File: config.mk
export PLATFORM = sky130hd
export DESIGN_NAME = pfl_mul
export DESIGN_NICKNAME = d
export VERILOG_FILES = /design/src/sv/pfl_pkg.sv /design/src/sv/pfl_mul.sv
export SDC_FILE = /design/constraint.sdc
export NUM_CORES = 2
export LEC_CHECK = 0
export BUFFER_PORTS_ARGS = -buffer_cell sky130_fd_sc_hd__buf_2
export CORE_MARGIN = 2
export CORE_UTILIZATION = 30
export CTS_CLUSTER_DIAMETER = 200
export DETAILED_ROUTE_END_ITERATION = 12
export GPL_TIMING_DRIVEN = 0
export PLACE_DENSITY_LB_ADDON = 0.1
export SLEW_MARGIN = 20
export SYNTH_ARGS = -nofsm -noshare
export SYNTH_HDL_FRONTEND = slang
export SYNTH_SLANG_ARGS = --single-unit
export TNS_END_PERCENT = 30
File: constraint.sdc
create_clock -name clk -period 18.6 [get_ports clk]
set_input_delay 3.72 -clock clk [delete_from_list [all_inputs] [get_ports clk]]
set_output_delay 3.72 -clock clk [all_outputs]
set_load 0.03 [all_outputs]
File: src/sv/pfl_pkg.sv
// Shared types and constants for the PI force loop with quintic ramp.
// Used by pfl_div, pfl_mul and pi_force_loop_quintic_ref.
`default_nettype none
package pfl_pkg;

	localparam int FRAC_BITS_DEF = 16;

	// shared multiplier operand width (signed)
	localparam int MW = 36;
	localparam int PW = 2 * MW;

	// shared divider widths
	localparam int DQW = 41;
	localparam int DVW = 24;
	localparam int DCW = 6;

	localparam int S_ITERS = 30;
	// folds of the P magnitude by 255 before the last correction
	localparam int P_FOLDS = 6;

	localparam logic signed [39:0] I32_MAX = 40'sd2147483647;
	localparam logic signed [39:0] I32_MIN = -40'sd2147483648;
	localparam logic signed [49:0] I48_MAX = (50'sd1 <<< 47) - 50'sd1;
	localparam logic signed [49:0] I48_MIN = -(50'sd1 <<< 47);

	localparam int DRIVE_LIMIT_INT = 70;

	localparam logic [1:0] SAT_NONE = 2'd0;
	localparam logic [1:0] SAT_HIGH = 2'd1;
	localparam logic [1:0] SAT_LOW  = 2'd2;

	localparam logic [2:0] REG_RAMP   = 3'd0;
	localparam logic [2:0] REG_TARGET = 3'd1;
	localparam logic [2:0] REG_PSCALE = 3'd2;
	localparam logic [2:0] REG_IGAIN  = 3'd3;
	localparam logic [2:0] REG_PERIOD = 3'd4;
	localparam logic [2:0] REG_AWEN   = 3'd5;

	localparam logic MODE_RESTART = 1'b0;

	typedef enum logic [6:0] {
		ST_IDLE = 7'b0000001,
		ST_SDIV = 7'b0000010,
		ST_MUL  = 7'b0000100,
		ST_WB   = 7'b0001000,
		ST_ERR  = 7'b0010000,
		ST_PDIV = 7'b0100000,
		ST_FIN  = 7'b1000000
	} state_t;

	typedef enum logic [3:0] {
		OP_S2, OP_S3, OP_S4, OP_S5, OP_REF, OP_INT, OP_P, OP_ILO, OP_IHI
	} op_t;

	typedef struct packed {
		logic           start;
		logic [DCW-1:0] iters;
	} div_req_t;

endpackage
`default_nettype wire

File: src/sv/pfl_mul.sv
// Shared signed multiplier with registered product.
// Depends on pfl_pkg.
`default_nettype none
module pfl_mul (
	input  wire logic                           clk,
	input  wire logic signed [pfl_pkg::MW-1:0]  a,
	input  wire logic signed [pfl_pkg::MW-1:0]  b,
	output logic signed [pfl_pkg::PW-1:0]       p
);
	logic signed [pfl_pkg::PW-1:0] p_q;

	always_ff @(posedge clk) begin
		p_q <= a * b;
	end

	assign p = p_q;
endmodule
`default_nettype wire

==> flow_summary.ini <==
[run_status]
status = finished clean

[global_routing]
gr-total-overflow = 0
grt.total_usage = 0.2706
grt_pass1_vias = 38400
use_met3 = 0.04115
top_usage_layer = met2
grt_use_met2 = 0.4313
grt_max_degree = 18
grt_first_pass_wirelength_um = 303000
grt_use_met1 = 0.3662
antenna_found_initial = 43

[clock_network]
ctsResizeCount = 0
numCtsBuffers = 9
holdBufCountCts = 0
cts_root_buf = clkbuf_16
cts_buffer_depth = 2
cts_tree = built
cts_setup_buffers = 0
ctsHtreeMaxLevel = 3
cts_sinks = 72
clk_pin_slew_ps = 80

[final_layout]
final_cell_count_no_fill = 7290
final_cell_mix = 1378 x fa_1, 1343 x inv_1, 760 x nand2_1
final_nets = 6884
largest_reg_flops = 72
mostFrequentLayoutCell = fa_1
area_growth_pct = 7.341
layout-drive-gt1-share = 0.03124

[timing]
final.setup.tns_ps = 0
relSlewSlack = 0.1615
period_share = 0.7312
setup-violations-final = 0
fin_crit_ps = 13600
maxSlewViolCount = 0
fmax_mhz = 73.53
worst_slew_pin_slew_ps = 1258
rsz0062_at_grt = no
hold_viol = 0

[die]
rows = 145
start_util = 0.3030
dieArea_um2 = 161300
boundaryPins = 145
die_h_um = 401.6
die_w_um = 401.6
core_um2 = 156600

[critical_path]
critPathLaunchType = input port
cp.arrival_ps = 13910
cp-end-kind = flip-flop
startpoint = a[17]
critPathSlowestCell = clkbuf_1
worst-path-buf-inv = 6
path_depth = 25
cp_top_family = adder cells
crit_type = input port to flip-flop
endpoint = p[68]
crit_path_frequent_cell = fa_1
required_ps = 18910
slowest_delay_ps = 920
path_max_fanout = 10

[place]
place_hpwl_um = 183200
placedCellCount = 7260
portBuffers = 94
gp_congestion = 0.9644

[yosys]
syn-instance-count = 5104
netlist_area_um2 = 47430
async_flop_share = 0
syn_area_per_cell_um2 = 9.293
synth_edf_count = 0
synth.ff_latch_count = 72
synthFlopType = dfxtp_1
seq_area_frac_synth = 0.03039
synth_nets = 6775
post_synth_num_cell_types = 65
yosys_warnings = 0

[routing]
drt_wl_total_um = 212700
vias = 34960
wl_per_cell_um = 29.18
firstDrtPassIters = 6
ant_nets = 0
viasPerCell = 4.796
drc = 0
drt_iter0_markers = 2414

[job]
drv_cap = 0

[min_path]
hold_path.class = input port to flip-flop
cells in the mapped netlist, drive strengths merged (4+ instances only):
library cell  count  area, µm²
a211oi            8      60.06
a21boi            4      30.03
a21o             37      277.8
a21oi            70      354.1
a31oi             9      56.30
and2            559       3497
and3              7      43.79
buf               6      32.53
clkbuf          287       1077
dfxtp            72       1441
fa             1379      27610
ha              219       2740
inv            1344       5045
nand2           760       2853
nand2b           12      75.07
nand3            19      100.1
nand4            20      125.1
nor2             43      161.4
nor2b            36      225.2
nor3             11      55.05
o211ai            4      30.03
o21a              7      52.55
o21ai            46      237.7
o21bai           10      75.07
o311ai            4      35.04
o31ai             4      35.03
or2               6      37.54
or3               5      41.29
xnor2            52      455.4
xor2             28      245.2
stage by stage:
step	area (µm²)	hold WS, ps	setup WS, ps	utilization
6_report	50920	4036	5000	0.3252
5_1_grt	50890	4070	4860	0.3250
4_1_cts	50880	4047	5046	0.3250
3_5_place_dp	50570	4155	4572	0.3230
3_3_place_gp	50480	4156	3896	0.3224
2_1_floorplan	47430	4042	7502	-
area by class of cell:
class,count,area (µm²)
multi-input cells,3395,39870
diodes,14,35.03
clock inverters,7,78.83
inverters,1344,5045
repair buffers,98,511.7
clock buffers,9,225.2
flip-flops and latches,72,1441
fillers,16730,105700
well taps,2058,2575
plain buffers,293,1134
routing by layer:
layer,routed length [µm],part of all wire
met5,59,0.00028
met4,10600,0.050
met3,12780,0.060
met2,98210,0.46
met1,91080,0.43
logic make-up after synthesis:
family / share of synthesized area
buffers and inverters: 0.1298
adders and majority gates: 0.6398
DFF: 0.03039
AOI/OAI and AO/OA: 0.03094
and+or+nand+nor: 0.1539
muxes: 0.0004484
xor gates and xnor gates: 0.01477
how the worst min path moves through the flow:
stage / from / end / slack (ps) / cells past startpoint
global route: b[0] / p[0] / 4070 / 2
CTS: b[0] / p[0] / 4050 / 2
finish: b[0] / p[0] / 4040 / 2
detailed placement: p[50] / p[50] / 4150 / 1
floorplan: a[0] / p[0] / 4040 / 2
global placement: p[31] / p[31] / 4160 / 1
Power is left out: the tool's default activity adds up to more than one toggle a clock period on the data nets, which glitch-free logic cannot reach.
