## src/sv/pfl_pkg.sv

```systemverilog
// Shared types and constants for the PI force loop with quintic ramp.
// Used by pfl_div, pfl_mul and pi_force_loop_quintic_ref.
`default_nettype none
package pfl_pkg;

	localparam int FRAC_BITS_DEF = 16;

	// shared multiplier operand width (signed)
	localparam int MW = 36;
	localparam int PW = 2 * MW;

	// shared divider widths
	localparam int DQW = 41;
	localparam int DVW = 24;
	localparam int DCW = 6;

	localparam int S_ITERS = 30;
	// folds of the P magnitude by 255 before the last correction
	localparam int P_FOLDS = 6;

	localparam logic signed [39:0] I32_MAX = 40'sd2147483647;
	localparam logic signed [39:0] I32_MIN = -40'sd2147483648;
	localparam logic signed [49:0] I48_MAX = (50'sd1 <<< 47) - 50'sd1;
	localparam logic signed [49:0] I48_MIN = -(50'sd1 <<< 47);

	localparam int DRIVE_LIMIT_INT = 70;

	localparam logic [1:0] SAT_NONE = 2'd0;
	localparam logic [1:0] SAT_HIGH = 2'd1;
	localparam logic [1:0] SAT_LOW  = 2'd2;

	localparam logic [2:0] REG_RAMP   = 3'd0;
	localparam logic [2:0] REG_TARGET = 3'd1;
	localparam logic [2:0] REG_PSCALE = 3'd2;
	localparam logic [2:0] REG_IGAIN  = 3'd3;
	localparam logic [2:0] REG_PERIOD = 3'd4;
	localparam logic [2:0] REG_AWEN   = 3'd5;

	localparam logic MODE_RESTART = 1'b0;

	typedef enum logic [6:0] {
		ST_IDLE = 7'b0000001,
		ST_SDIV = 7'b0000010,
		ST_MUL  = 7'b0000100,
		ST_WB   = 7'b0001000,
		ST_ERR  = 7'b0010000,
		ST_PDIV = 7'b0100000,
		ST_FIN  = 7'b1000000
	} state_t;

	typedef enum logic [3:0] {
		OP_S2, OP_S3, OP_S4, OP_S5, OP_REF, OP_INT, OP_P, OP_ILO, OP_IHI
	} op_t;

	typedef struct packed {
		logic           start;
		logic [DCW-1:0] iters;
	} div_req_t;

endpackage
`default_nettype wire

```

## src/sv/pfl_div.sv

```systemverilog
// Restoring unsigned divider, one quotient bit per cycle.
// Depends on pfl_pkg.
`default_nettype none
module pfl_div (
	input  wire logic                     clk,
	input  wire logic                     arst_n,
	input  wire pfl_pkg::div_req_t        req,
	input  wire logic [pfl_pkg::DVW-1:0]  rem_init,
	input  wire logic [pfl_pkg::DQW-1:0]  dividend,
	input  wire logic [pfl_pkg::DVW-1:0]  divisor,
	output logic                          done,
	output logic [pfl_pkg::DQW-1:0]       quot
);
	logic [pfl_pkg::DVW-1:0] rem_q, dvs_q;
	logic [pfl_pkg::DQW-1:0] q_q;
	logic [pfl_pkg::DCW-1:0] cnt_q;
	logic                    active_q, done_q;
	logic [pfl_pkg::DVW:0]   r2, r2d;
	logic                    bit_ok;

	assign r2     = {rem_q, q_q[pfl_pkg::DQW-1]};
	assign r2d    = r2 - {1'b0, dvs_q};
	assign bit_ok = (r2 >= {1'b0, dvs_q});

	always_ff @(posedge clk or negedge arst_n) begin
		if (!arst_n) begin
			active_q <= 1'b0;
			done_q   <= 1'b0;
			cnt_q    <= '0;
		end else begin
			done_q <= 1'b0;
			if (req.start) begin
				active_q <= 1'b1;
				cnt_q    <= req.iters;
			end else if (active_q) begin
				cnt_q <= cnt_q - 1'b1;
				if (cnt_q == pfl_pkg::DCW'(1)) begin
					active_q <= 1'b0;
					done_q   <= 1'b1;
				end
			end
		end
	end

	always_ff @(posedge clk) begin
		if (req.start) begin
			rem_q <= rem_init;
			q_q   <= dividend;
			dvs_q <= divisor;
		end else if (active_q) begin
			// shift in next dividend bit, subtract when it fits
			rem_q <= bit_ok ? r2d[pfl_pkg::DVW-1:0] : r2[pfl_pkg::DVW-1:0];
			q_q   <= {q_q[pfl_pkg::DQW-2:0], bit_ok};
		end
	end

	assign done = done_q;
	assign quot = q_q;
endmodule
`default_nettype wire

```

## config.mk

```make
export PLATFORM = sky130hd
export DESIGN_NAME = pfl_div
export DESIGN_NICKNAME = d
export VERILOG_FILES = /design/src/sv/pfl_pkg.sv /design/src/sv/pfl_div.sv
export SDC_FILE = /design/constraint.sdc
export NUM_CORES = 1
export LEC_CHECK = 0
export BUFFER_PORTS_ARGS = -buffer_cell sky130_fd_sc_hd__buf_2
export CORE_MARGIN = 8
export CORE_UTILIZATION = 48
export CTS_CLUSTER_SIZE = 10
export DETAILED_ROUTE_END_ITERATION = 6
export GPL_TIMING_DRIVEN = 0
export PLACE_DENSITY = 0.76
export SLEW_MARGIN = 20
export SYNTH_ARGS = -nofsm -noshare
export SYNTH_HDL_FRONTEND = slang
export SYNTH_SLANG_ARGS = --single-unit
```

## constraint.sdc

```tcl
create_clock -name clk -period 2.7 [get_ports clk]
set_input_delay 0.27 -clock clk [delete_from_list [all_inputs] [get_ports clk]]
set_output_delay 0.27 -clock clk [all_outputs]
set_load 0.01 [all_outputs]
```

==> flow_summary.rst <==
.. list-table::
   :header-rows: 1

   * - Metric
     - Value
   * - Utilization of the core after routing
     - 0.6572
   * - Clock tree sinks
     - between 90 and 100
   * - PwrDens
     - 1221 nW/µm²
   * - Final Hold Vio Count
     - 0
   * - Critical Path RT
     - between 2000 and 3000 ps
   * - Number of warnings printed during yosys synthesis
     - 0
   * - Final Setup Violations
     - 23
   * - Length of the first detailed-routing pass in iterations
     - 5
   * - Critical Path Most Common Cell
     - sky130_fd_sc_hd__a21o_1
   * - Total number of nets in the final design
     - 781
   * - Class of the most critical setup path
     - flop to flop
   * - Result of the run
     - finished, violations left
   * - GRT overflow
     - 0
   * - WL per Instance
     - between 15 and 20 µm
   * - Worst-path cell with the longest stage delay
     - sky130_fd_sc_hd__edfxtp_1
   * - Via Count
     - 4488
   * - Count of buffers from port buffering
     - 139
   * - Kind of end point of the critical path
     - flop
   * - Peak-usage layer in the global routing report
     - met2
   * - Aggregate global-route resource usage
     - 0.2058
   * - Synth area leaders
     - sky130_fd_sc_hd__edfxtp_1, sky130_fd_sc_hd__mux2_2, sky130_fd_sc_hd__ha_1
   * - Violated checks
     - negative setup slack
   * - Cells after Synth
     - approximately 480
   * - Number of enable flip-flop cells after synthesis
     - 89
   * - Relative slew slack
     - 0.5149
   * - Fmax
     - 341.9 MHz
   * - Worst VDD drop
     - 0.7227 mV
   * - Via count normalized by instance count
     - 5.575
   * - Unrepaired setup endpoints after global routing
     - yes
   * - Portion of synthesized cell area occupied by the leading cell type
     - 0.4901
   * - Final HPWL DP
     - 10.89 mm
   * - Worst Path Max Fanout
     - 3
   * - Kind of start point of the critical path
     - flop
   * - Number of placement rows
     - 39
   * - Placeable core region
     - 11270 µm²
   * - Hold-critical path depth
     - 1
   * - Post-route setup slack
     - -225.1 ps
   * - Seq cells post-synth
     - 97
   * - CP bufs+invs
     - 2
   * - Number of antenna violations at the first check in global routing
     - 1
   * - Worst-path clk slew
     - 70 ps
   * - Area of the mapped netlist
     - 5453 µm²
   * - Clock latency at the later pin of the worst-skew pair
     - ~360 ps
   * - CTS tree
     - done
   * - DRT Wirelength
     - between 15 and 20 mm
   * - Clock H-tree levels
     - 3
   * - Max-slew violation count
     - 0
   * - Max capacitance violation total
     - 0
   * - Weighted congestion reported at the end of routability-driven placement
     - 0.8525
   * - Part of the cycle the worst path needs
     - 1.083
   * - Reg-to-reg setup timing slack
     - -230 ps
   * - Capturing point of the worst reg2reg path
     - rem_q[16]
   * - Clock root buffer
     - sky130_fd_sc_hd__clkbuf_16
   * - Area growth from synthesis to layout
     - 35.87%
   * - Mapped Nets
     - 601
   * - Pin count of the biggest net entering global routing
     - 42
   * - Total placed instance area
     - ~6400 µm²
   * - Class of the worst hold path
     - primary input to flop
   * - Die Area
     - 15030 µm²
   * - Register-to-Register Path Depth
     - 12
   * - Cells traversed along the worst timing path
     - inv_1 > ha_2 > inv_2 > fa_2 > a21o_1 > a221oi_4 > o311ai_4 > a31o_2 > a21o_1 > a21oi_2 > mux2i_1 > nor3_1
   * - Number of library cell types mapped by synthesis
     - 54
   * - Sequential-to-total area share from yosys stat
     - 0.5268
   * - Violation count after the first detailed-route iteration
     - 250
   * - Global routing usage on met1
     - 0.2406
   * - Delay of the slowest cell on the worst path
     - 400 ps
   * - Hold Path Origin
     - divisor[15]
   * - Worst clock skew on the final layout
     - 11.78 ps
   * - DIE WIDTH
     - roughly 120 µm
   * - Height of the chip
     - roughly 120 µm
   * - Crit path time final
     - slightly below 3000 ps
   * - Met2 track demand over resource in global routing
     - 0.3283
   * - Average cell area after synthesis
     - roughly 11 µm²
   * - Top Ports
     - 140
   * - Endpoint of the worst hold path
     - dvs_q[15]
   * - Initial Util
     - 0.4837
   * - Number of nets still failing antenna checks after routing
     - 0
   * - Worst EP arrival
     - 3040 ps
   * - Max Root-Sink Buffers
     - 2
   * - Static Leak
     - 3.206 nW
   * - Number of CTS-inserted buffers
     - 9
   * - Number of remaining DRC errors
     - 0
   * - Path length in cells of the critical path
     - 12
   * - Share of layout cells above drive strength 1
     - 0.4539
   * - Post-synth top flop
     - sky130_fd_sc_hd__edfxtp_1
   * - Transition time at the pin with the least slew margin
     - roughly 730 ps
   * - Worst R2R Start
     - quot[40]
   * - Finished layout cell area
     - ~7400 µm²
   * - Library cell with the largest summed area after synthesis
     - sky130_fd_sc_hd__edfxtp_1
   * - Fraction of registers with async set/reset
     - 0.08247
   * - Cell family with the largest share of critical-path delay
     - compound AO/OA/AOI/OAI gates
   * - Met3 capacity usage during global routing
     - 0.09338
   * - Number of global-route vias before repair
     - 4742
   * - Wire length of the first global-routing pass
     - 23.94 mm
area by class of cell:
class	instances	area [µm²]
Antenna cell	1	2.502
Tap cell	143	178.9
Timing Repair Buffer	174	1041
Fill cell	819	3864
Multi-Input combinational cell	323	2751
Inverter	33	126.4
Sequential cell	97	2873
Clock buffer	9	225.2
Buffer	18	117.6
Clock inverter	7	92.59
synthesized netlist by cell type (8+ instances only):
cell type                   n
sky130_fd_sc_hd__edfxtp_1  89
sky130_fd_sc_hd__nand2_1   46
sky130_fd_sc_hd__mux2_2    43
sky130_fd_sc_hd__nor2_1    35
sky130_fd_sc_hd__inv_1     33
sky130_fd_sc_hd__ha_1      26
sky130_fd_sc_hd__a21o_1    19
sky130_fd_sc_hd__a21oi_1   18
sky130_fd_sc_hd__xnor2_1   16
sky130_fd_sc_hd__a31oi_1   15
sky130_fd_sc_hd__o21ai_0   13
sky130_fd_sc_hd__clkbuf_1  12
sky130_fd_sc_hd__nor3_1    11
sky130_fd_sc_hd__dfrtp_1    8
sky130_fd_sc_hd__nand3_1    8
worst max-delay path by stage:
stage / slack [ps] / endpoint / startpoint
detailed placement: -440 / rem_q[22] / quot[40]
floorplan: -140 / rem_q[19] / rem_q[19]
global route: -340 / rem_q[22] / quot[40]
global placement: -910 / quot[23] / req[6]
finish: -230 / rem_q[16] / quot[40]
CTS: -260 / rem_q[19] / rem_q[19]
power by group:
part	switching, W	internal [W]
combinational	0.00268	0.00264
clock	0.000575	0.000810
sequential	0.000252	0.00208
flip-flops by register name, indices dropped and copies added (netlist names):
| name | cells |
|---|---|
| active_q | 1 |
| quot | 41 |
| dvs_q | 24 |
| rem_q | 24 |
| cnt_q | 6 |
| done | 1 |
per-stage QoR:
stage	cells	setup WS, ps	TNS, ps	total power, W	hold WS [ps]
finish	805	-225.1	-1401	0.009046	85.23
floorplan	476	-144.1	-1106	0.004866	-25.59
detailed placement	759	-443.2	-7537	0.005710	119.3
CTS	791	-256.0	-4522	0.007653	76.71
global route	804	-339.9	-3690	0.009539	74.90
global placement	758	-907.9	-65670	0.005607	115.8
layer usage:
metal,up-vias,share of wire
li1,2126,-
met1,2133,0.40
met2,200,0.48
met3,27,0.11
met4,2,0.019
met5,-,0.00076
layout by cell type (no fill, tap or decap), drive strengths merged, types with 3 or more instances in the layout:
| cell type | n |
|---|---|
| mux2i | 6 |
| nand3 | 8 |
| a31oi | 15 |
| mux2 | 43 |
| xor2 | 3 |
| a211oi | 4 |
| edfxtp | 89 |
| a221oi | 3 |
| nand2 | 46 |
| ha | 26 |
| dfrtp | 8 |
| o21ai | 16 |
| and3 | 6 |
| nor4b | 3 |
| a21oi | 18 |
| and2 | 3 |
| nor3 | 11 |
| o211ai | 3 |
| or3 | 3 |
| xnor2 | 16 |
| inv | 34 |
| nand4 | 4 |
| a21o | 19 |
| clkbuf | 23 |
| nor4 | 4 |
| o21bai | 4 |
| buf | 177 |
| nor2 | 35 |
kinds of logic (layout without fill, tap and decap cells):
group                    after synthesis  count (layout)  share of synthesized area
flip-flops                            97              97                     0.5268
multiplexers                          49              49                    0.09982
buffers and inverters                 56             241                    0.04451
XOR/XNOR                              19              19                    0.03052
other                                  0               1                          0
AND/OR/NAND/NOR                      130             130                     0.1129
AO/OA/AOI/OAI                         98              98                     0.1221
adder cells (fa/ha/maj)               27              27                    0.06333
what timing repair did:
item	in CTS	in global routing
hold buffers	1	0
buffers inserted	15	14
endpoints found under the hold margin	8	0
pin swaps	14	29
resized for setup	26	68
endpoints found under the setup margin	25	25
gates cloned	1	3
(Power assumes the default switching activity.)
